<file path="src/design/tpag_pkg.sv">
// Shared widths, reset values and register map of the tensor permute address generator.
package tpag_pkg;

    localparam int RANK_W      = 3;
    localparam int SIZE_W      = 11;
    localparam int PERM_W      = 3;
    localparam int ORDER_W     = 15;
    localparam int NUM_SIZES   = 5;
    localparam int NUM_CODES   = 1 << PERM_W;
    localparam int ADDR_W      = 5;
    localparam int DATA_W      = 32;

    localparam logic [RANK_W-1:0]  RANK_RST  = 3'd4;
    localparam logic [SIZE_W-1:0]  SIZE_RST  = 11'd1;
    localparam logic [ORDER_W-1:0] ORDER_RST = 15'd18056;

    typedef enum logic [2:0] {
        REG_RANK    = 3'd0,
        REG_SIZE_D0 = 3'd1,
        REG_SIZE_D1 = 3'd2,
        REG_SIZE_D2 = 3'd3,
        REG_SIZE_D3 = 3'd4,
        REG_SIZE_D4 = 3'd5,
        REG_ORDER   = 3'd6
    } reg_idx_t;

endpackage

</file>
<file path="src/design/tensor_permute_address_generator.sv">
// Tensor permute address generator: odometer walk of the permuted tensor with strided source index.
// Each accepted item's result is written to the output register.
// Throughput: one item per cycle; a full output register with out_stall high holds the input.
// After reset and after every configuration write the input is stalled
// while one shared multiplier builds the stride and step tables (natural strides, then deltas).
// Reset: rank 4, all sizes 1, identity order; no walk in progress, output empty.
module tensor_permute_address_generator
    import tpag_pkg::*;
#(
    parameter int MAX_RANK   = 5,
    parameter int DIM_BITS   = 10,
    parameter int INDEX_BITS = 20
)
(
    input  logic                  clk,
    input  logic                  rst_n,
    input  logic                  psel,
    input  logic                  penable,
    input  logic                  pwrite,
    input  logic [ADDR_W-1:0]     paddr,
    input  logic [DATA_W-1:0]     pwdata,
    output logic [DATA_W-1:0]     prdata,
    output logic                  pready,
    input  logic                  in_valid,
    output logic                  in_stall,
    input  logic                  restart,
    output logic                  out_valid,
    input  logic                  out_stall,
    output logic [INDEX_BITS-1:0] dst_index,
    output logic [INDEX_BITS-1:0] src_index,
    output logic                  last,
    output logic                  config_error
);

    localparam int IDXW  = (MAX_RANK > 1) ? $clog2(MAX_RANK) : 1;
    localparam int RUN_W = INDEX_BITS + 1;
    localparam int PW    = RUN_W + SIZE_W;
    localparam logic [PW-1:0]     IDX_LIMIT = PW'(1) << INDEX_BITS;
    localparam int unsigned       DIM_LIMIT = 32'd1 << DIM_BITS;
    localparam logic [IDXW-1:0]   IDX_TOP   = IDXW'(MAX_RANK - 1);

    // configuration registers
    logic [RANK_W-1:0]  rank_reg;
    logic [SIZE_W-1:0]  size_reg [NUM_SIZES];
    logic [ORDER_W-1:0] order_reg;

    // table builder
    logic                  busy_reg;
    logic                  phase_b_reg;
    logic [IDXW-1:0]       idx_reg;
    logic [RUN_W-1:0]      run_reg;
    logic [INDEX_BITS-1:0] acc_reg;
    logic [NUM_CODES-1:0]  seen_reg;
    logic                  err_reg;
    logic [RUN_W-1:0]      nat_reg       [MAX_RANK];
    logic [DIM_BITS-1:0]   pre_span_reg  [MAX_RANK];
    logic [INDEX_BITS-1:0] pre_delta_reg [MAX_RANK];

    // walk state
    logic                  walk_done_reg;
    logic [DIM_BITS-1:0]   coord_reg      [MAX_RANK];
    logic [DIM_BITS-1:0]   walk_span_reg  [MAX_RANK];
    logic [INDEX_BITS-1:0] walk_delta_reg [MAX_RANK];
    logic [INDEX_BITS-1:0] dst_reg;
    logic [INDEX_BITS-1:0] src_reg;

    // result register
    logic                  out_valid_reg;
    logic [INDEX_BITS-1:0] dst_index_reg;
    logic [INDEX_BITS-1:0] src_index_reg;
    logic                  last_reg;
    logic                  config_error_reg;

    logic                  cfg_wr;
    logic [2:0]            cfg_idx;
    logic                  init_err;

    logic [PERM_W-1:0]     perm_sel;
    logic [PERM_W-1:0]     size_addr;
    logic [SIZE_W-1:0]     size_sel;
    logic [SIZE_W-1:0]     span_sel;
    logic [IDXW-1:0]       pidx;
    logic [RUN_W-1:0]      nat_sel;
    logic                  in_use;
    logic [SIZE_W-1:0]     mul_a;
    logic [RUN_W-1:0]      mul_b;
    logic [PW-1:0]         prod;
    logic                  step_err;

    logic                  in_acc;
    logic                  produce;
    logic                  err_case;
    logic [DIM_BITS-1:0]   cur_c     [MAX_RANK];
    logic [DIM_BITS-1:0]   cur_sp    [MAX_RANK];
    logic [INDEX_BITS-1:0] cur_d     [MAX_RANK];
    logic [DIM_BITS-1:0]   coord_next[MAX_RANK];
    logic [INDEX_BITS-1:0] cur_src;
    logic [INDEX_BITS-1:0] cur_dst;
    logic [INDEX_BITS-1:0] delta_sel;
    logic                  walk_end;

    assign pready  = 1'b1;
    assign cfg_wr  = psel & penable & pwrite;
    assign cfg_idx = paddr[ADDR_W-1:2];

    always_comb
    begin
        prdata = '0;
        unique case (cfg_idx)
            REG_RANK:    prdata = DATA_W'(rank_reg);
            REG_SIZE_D0: prdata = DATA_W'(size_reg[0]);
            REG_SIZE_D1: prdata = DATA_W'(size_reg[1]);
            REG_SIZE_D2: prdata = DATA_W'(size_reg[2]);
            REG_SIZE_D3: prdata = DATA_W'(size_reg[3]);
            REG_SIZE_D4: prdata = DATA_W'(size_reg[4]);
            REG_ORDER:   prdata = DATA_W'(order_reg);
            default:     prdata = '0;
        endcase
    end

    always_comb
    begin
        init_err = (rank_reg == '0) || (32'(rank_reg) > 32'(MAX_RANK));
        if (cfg_wr && cfg_idx == REG_RANK)
        begin
            init_err = (pwdata[RANK_W-1:0] == '0)
                || (32'(pwdata[RANK_W-1:0]) > 32'(MAX_RANK));
        end
    end

    always_ff @(posedge clk or negedge rst_n)
    begin
        if (!rst_n)
        begin
            rank_reg  <= RANK_RST;
            order_reg <= ORDER_RST;
            for (int j = 0; j < NUM_SIZES; j++)
            begin
                size_reg[j] <= SIZE_RST;
            end
        end
        else if (cfg_wr)
        begin
            unique case (cfg_idx)
                REG_RANK:    rank_reg    <= pwdata[RANK_W-1:0];
                REG_SIZE_D0: size_reg[0] <= pwdata[SIZE_W-1:0];
                REG_SIZE_D1: size_reg[1] <= pwdata[SIZE_W-1:0];
                REG_SIZE_D2: size_reg[2] <= pwdata[SIZE_W-1:0];
                REG_SIZE_D3: size_reg[3] <= pwdata[SIZE_W-1:0];
                REG_SIZE_D4: size_reg[4] <= pwdata[SIZE_W-1:0];
                REG_ORDER:   order_reg   <= pwdata[ORDER_W-1:0];
                default:     ;
            endcase
        end
    end

    // table builder datapath: one multiply per step
    always_comb
    begin
        perm_sel = '0;
        for (int j = 0; j < NUM_SIZES; j++)
        begin
            if (32'(idx_reg) == j)
            begin
                perm_sel = order_reg[PERM_W*j +: PERM_W];
            end
        end
        pidx    = IDXW'(perm_sel);
        nat_sel = nat_reg[pidx];
        in_use  = 32'(idx_reg) < 32'(rank_reg);

        size_addr = phase_b_reg ? perm_sel : PERM_W'(idx_reg);
        size_sel  = SIZE_W'(1);
        for (int j = 0; j < NUM_SIZES; j++)
        begin
            if (32'(size_addr) == j)
            begin
                size_sel = size_reg[j];
            end
        end
        span_sel = size_sel - SIZE_W'(1);

        mul_a = phase_b_reg ? span_sel : size_sel;
        mul_b = phase_b_reg ? nat_sel : run_reg;
        prod  = PW'(mul_a) * PW'(mul_b);

        step_err = (32'(perm_sel) >= 32'(rank_reg)) || seen_reg[perm_sel]
            || (size_sel == '0) || (32'(size_sel) > DIM_LIMIT) || (prod > IDX_LIMIT);
    end

    always_ff @(posedge clk or negedge rst_n)
    begin
        if (!rst_n)
        begin
            busy_reg    <= 1'b1;
            phase_b_reg <= 1'b0;
            idx_reg     <= IDX_TOP;
            run_reg     <= RUN_W'(1);
            acc_reg     <= '0;
            seen_reg    <= '0;
            err_reg     <= (RANK_RST == '0) || (32'(RANK_RST) > 32'(MAX_RANK));
        end
        else if (cfg_wr)
        begin
            busy_reg    <= 1'b1;
            phase_b_reg <= 1'b0;
            idx_reg     <= IDX_TOP;
            run_reg     <= RUN_W'(1);
            acc_reg     <= '0;
            seen_reg    <= '0;
            err_reg     <= init_err;
        end
        else if (busy_reg)
        begin
            if (!phase_b_reg)
            begin
                if (in_use)
                begin
                    seen_reg[perm_sel] <= 1'b1;
                    run_reg <= (prod > IDX_LIMIT) ? IDX_LIMIT[RUN_W-1:0] : prod[RUN_W-1:0];
                    if (step_err)
                    begin
                        err_reg <= 1'b1;
                    end
                end
            end
            else if (in_use)
            begin
                acc_reg <= acc_reg + prod[INDEX_BITS-1:0];
            end
            if (idx_reg == '0)
            begin
                idx_reg     <= IDX_TOP;
                phase_b_reg <= 1'b1;
                busy_reg    <= !phase_b_reg;
            end
            else
            begin
                idx_reg <= idx_reg - IDXW'(1);
            end
        end
    end

    always_ff @(posedge clk)
    begin
        if (busy_reg && !cfg_wr)
        begin
            if (!phase_b_reg)
            begin
                nat_reg[idx_reg] <= in_use ? run_reg : RUN_W'(1);
            end
            else if (in_use)
            begin
                pre_span_reg[idx_reg]  <= DIM_BITS'(span_sel);
                pre_delta_reg[idx_reg] <= nat_sel[INDEX_BITS-1:0] - acc_reg;
            end
            else
            begin
                pre_span_reg[idx_reg]  <= '0;
                pre_delta_reg[idx_reg] <= '0;
            end
        end
    end

    // odometer step
    assign in_stall = busy_reg | (out_valid_reg & out_stall);
    assign in_acc   = in_valid & ~in_stall;
    assign produce  = in_acc & (restart | ~walk_done_reg);
    assign err_case = restart & err_reg;
    assign cur_src  = restart ? '0 : src_reg;
    assign cur_dst  = restart ? '0 : dst_reg;

    always_comb
    begin
        logic cin;
        logic maxed;
        cin       = 1'b1;
        delta_sel = '0;
        for (int i = MAX_RANK - 1; i >= 0; i--)
        begin
            cur_c[i]  = restart ? '0 : coord_reg[i];
            cur_sp[i] = restart ? pre_span_reg[i] : walk_span_reg[i];
            cur_d[i]  = restart ? pre_delta_reg[i] : walk_delta_reg[i];
            maxed     = cur_c[i] == cur_sp[i];
            coord_next[i] = cur_c[i];
            if (cin && !maxed)
            begin
                coord_next[i] = cur_c[i] + DIM_BITS'(1);
                delta_sel     = cur_d[i];
            end
            else if (cin)
            begin
                coord_next[i] = '0;
            end
            cin = cin & maxed;
        end
        walk_end = cin;
    end

    always_ff @(posedge clk or negedge rst_n)
    begin
        if (!rst_n)
        begin
            walk_done_reg <= 1'b1;
            dst_reg       <= '0;
            src_reg       <= '0;
            for (int i = 0; i < MAX_RANK; i++)
            begin
                coord_reg[i] <= '0;
            end
        end
        else if (produce)
        begin
            if (err_case)
            begin
                walk_done_reg <= 1'b1;
            end
            else
            begin
                walk_done_reg <= walk_end;
                dst_reg       <= cur_dst + INDEX_BITS'(1);
                src_reg       <= cur_src + delta_sel;
                for (int i = 0; i < MAX_RANK; i++)
                begin
                    coord_reg[i] <= coord_next[i];
                end
            end
        end
    end

    always_ff @(posedge clk)
    begin
        if (produce && restart && !err_reg)
        begin
            for (int i = 0; i < MAX_RANK; i++)
            begin
                walk_span_reg[i]  <= pre_span_reg[i];
                walk_delta_reg[i] <= pre_delta_reg[i];
            end
        end
    end

    always_ff @(posedge clk or negedge rst_n)
    begin
        if (!rst_n)
        begin
            out_valid_reg <= 1'b0;
        end
        else if (produce)
        begin
            out_valid_reg <= 1'b1;
        end
        else if (!out_stall)
        begin
            out_valid_reg <= 1'b0;
        end
    end

    always_ff @(posedge clk)
    begin
        if (produce)
        begin
            dst_index_reg    <= err_case ? '0 : cur_dst;
            src_index_reg    <= err_case ? '0 : cur_src;
            last_reg         <= err_case | walk_end;
            config_error_reg <= err_case;
        end
    end

    assign out_valid    = out_valid_reg;
    assign dst_index    = dst_index_reg;
    assign src_index    = src_index_reg;
    assign last         = last_reg;
    assign config_error = config_error_reg;

endmodule
</file>
<file path="config.mk">
export PLATFORM = sky130hd
export DESIGN_NAME = tensor_permute_address_generator
export DESIGN_NICKNAME = d
export VERILOG_FILES = /design/src/design/tpag_pkg.sv /design/src/design/tensor_permute_address_generator.sv
export SDC_FILE = /design/constraint.sdc
export NUM_CORES = 2
export LEC_CHECK = 0
export BUFFER_PORTS_ARGS = -buffer_cell sky130_fd_sc_hd__buf_2
export CORE_MARGIN = 5
export CORE_UTILIZATION = 65
export DETAILED_ROUTE_END_ITERATION = 6
export PLACE_DENSITY = 0.81
export SLEW_MARGIN = 10
export SYNTH_ARGS = -nofsm -noshare
export SYNTH_HDL_FRONTEND = slang
export SYNTH_SLANG_ARGS = --single-unit
</file>
<file path="constraint.sdc">
create_clock -name clk -period 19.4 [get_ports clk]
set_clock_uncertainty 0.2 [all_clocks]
set_input_delay 3.88 -clock clk [delete_from_list [all_inputs] [get_ports clk]]
set_output_delay 3.88 -clock clk [all_outputs]
set_load 0.05 [all_outputs]
</file>
==> results.md <==
- Critical path's slowest cell: a311oi_1
- Worst slew pin tran: between 1 and 1.5 ns
- Setup CP Type: flip-flop to flip-flop
- Worst path top cell family by delay: compound AO/OA/AOI/OAI gates
- Area growth syn-to-layout: 8.383%
- TritonCTS clock tree: yes
- # nets final: 4045
- Hold-critical path endpoint: walk_delta_reg[0][22]
- Clock sink count: 667
- Fraction of layout instances using a drive strength above 1: 0.1144
- Max FFs per register: 105
- CP peak stage delay: between 0.7 and 0.8 ns
- H-Tree Depth: 3
- Commonest non-fill, non-tap cells in the layout: nand2_1, edfxtp_1, inv_1
- Placer Congestion: 0.8933
- Critical path launch point type: flip-flop
- Setup slack at placement: 7.785 ns
- Sequential fraction of the synthesis area: 0.4779
- Syn Std Cell Area: between 0.03 and 0.04 mm^2
- Initial antenna violation count: 1
- Main synth FF type: edfxtp_1
- Finish-stage setup viols: 0
- Vias: 28630
- Die W: roughly 260 um
- Crit path time final: 11.93 ns
- Post-CTS resize count: 0
- Setup_tns: 0 ns
- Critical Path Sink Type: flip-flop
- Register area: 0.01895 mm^2
- Reg2Reg Launch Point: phase_b_reg
- Setup bufs post-CTS: 0
- Total gr overflow: 0
- Final WS setup: 7.470 ns
- Core Area: 0.06036 mm^2
- Hold Crit Class: flip-flop to flip-flop
- Top cell by count, worst path: fa_1
- Worst path depth: 30
- Max clock buf depth: 3
- Starting Density: 0.6568
- Number of library cell types mapped by synthesis: 109
- Final Hold Violating Endpoints: 0
- Syn. warnings: 0
- Number of hold buffers added after cts: 0
- Largest net degree at the start of global routing: 89
- WL/cell: 20.82 um
- Row Count: 90
- First-pass GRT wire length: 151.1 mm
- ANT nets after route: 0
- Worst R2R Setup Slack: 7.47 ns
- CTS Root Cell: clkbuf_16
- Share of the synthesized area in the top cell type: 0.3386
- Fill cells: 4199
- Starting DRT DRC Count: ~2800
- Reg2Reg Depth: 30
- Worst Hold Launch: pre_delta_reg[1][2]
- Total GRT Usage: 0.2826
- Yosys top cell by area: edfxtp_1
- Hold path cells: 0
- Final critical-path share of the clock period: 0.6150
- Crit path DAT: 12.23 ns
- Headroom to the max-slew limit: 0.2254
- EDFF count, synth: 447
- Worst path bufs/invs: 4
- Max Fclk: 83.82 MHz
- Drt pass-1 iters: 6
- Leading cell type in the layout, fill and taps excluded: nand2_1
- Number of vias per cell: ~6.3
- Async S/R FF share, synth: 0.3298
- Clock-pin slew on the worst setup and hold paths: around 0.070 ns
- Max-slew violations: 0
- Routed WL: 94.18 mm
- Ant. Diodes: 0
- Worst Path Required: 19.70 ns
- CTS Buf Count: 68
- Largest cells by area after synthesis: edfxtp_1, dfrtp_1, fa_1, ha_1, nand2_1
- Status: finished clean
- Buffers on Ports: 84
- Detailed-placement wirelength estimate: 63.56 mm
- Vias in the first global route: 28500
- Synthesized flop and latch total: around 670
- Max cap viols: 0
- CP max FO: 77
- RSZ-0062 raised after global routing: no
- Gate Count Post-Synth: around 3600
- Die Y: 257.0 um
- Worst reg2reg path endpoint: run_reg[8]
- Mean post-synth cell area: 10.87 um^2
- Io pins: 122
- DRC Markers: 0
- DIE AREA: 0.06603 mm^2
- Area of the multi-input gates: 0.01899 mm^2
- Worst-Skew Late Latency: 0.61 ns
cell type report:
| type | instances | area share |
|---|---|---|
| Sequential cell | 667 | 0.4410 |
| Timing Repair Buffer | 138 | 0.01968 |
| Clock inverter | 34 | 0.005562 |
| Tap cell | 782 | 0.02277 |
| Clock buffer | 91 | 0.04447 |
| Multi-Input combinational cell | 2531 | 0.4419 |
| Inverter | 281 | 0.02466 |
synth_stat cells, types with 22 or more instances:
library cell	n
nand2_1	452
edfxtp_1	447
inv_1	278
nor2_1	210
dfrtp_1	205
fa_1	173
o21ai_0	163
a21oi_1	156
ha_1	140
clkbuf_1	135
nor2b_1	120
mux2i_1	119
mux2_2	93
and2_1	90
nor3_1	67
nand3_1	64
xnor2_1	64
and3_1	60
xor2_1	51
nand2b_1	37
a31oi_1	34
a211oi_1	31
o22ai_1	27
o31ai_1	25
a21o_1	24
nand4_1	23
a311oi_1	22
nor4_1	22
through the flow:
step,hold WS (ns),util,instance area (um^2),instances
2_1_floorplan,0.2169,-,39700,3662
4_1_cts,0.2328,0.7119,42970,4524
5_1_grt,0.2494,0.7119,42970,4524
3_5_place_dp,0.2309,0.6763,40820,4399
3_3_place_gp,0.2253,0.6763,40820,4399
6_report,0.2450,0.7119,42970,4524
metal layers:
| layer | GRT usage | vias to the layer above | wire, um |
|---|---|---|---|
| met1 | 0.3732 | 14110 | 36990 |
| met5 | 0 | - | 0 |
| met2 | 0.4794 | 1340 | 46400 |
| met3 | 0.04402 | 268 | 7280 |
| met4 | 0.1053 | 0 | 3512 |
| li1 | - | 12910 | - |
kinds of logic (layout without fill, tap and decap cells):
logic type / after synthesis / count (layout) / share of synthesized area
compound gates: 650 / 650 / 0.1077
xor+xnor: 116 / 116 / 0.02582
fa+ha+maj: 313 / 313 / 0.1315
buf+inv: 464 / 544 / 0.04684
flops: 667 / 667 / 0.4779
mux: 220 / 220 / 0.05997
other cells: 2 / 18 / 0.0001894
simple gates: 1214 / 1214 / 0.1501
worst max path at each step:
stage,from,to,slack (ns)
6_report,phase_b_reg,run_reg[8],7.47
3_3_place_gp,phase_b_reg,run_reg[13],7.84
2_1_floorplan,paddr[2],prdata[1],9.47
3_5_place_dp,phase_b_reg,run_reg[8],7.79
4_1_cts,phase_b_reg,run_reg[8],7.67
5_1_grt,phase_b_reg,run_reg[18],7.11
Power is left out: the tool's default activity adds up to more than one toggle a clock period on the data nets, which glitch-free logic cannot reach.
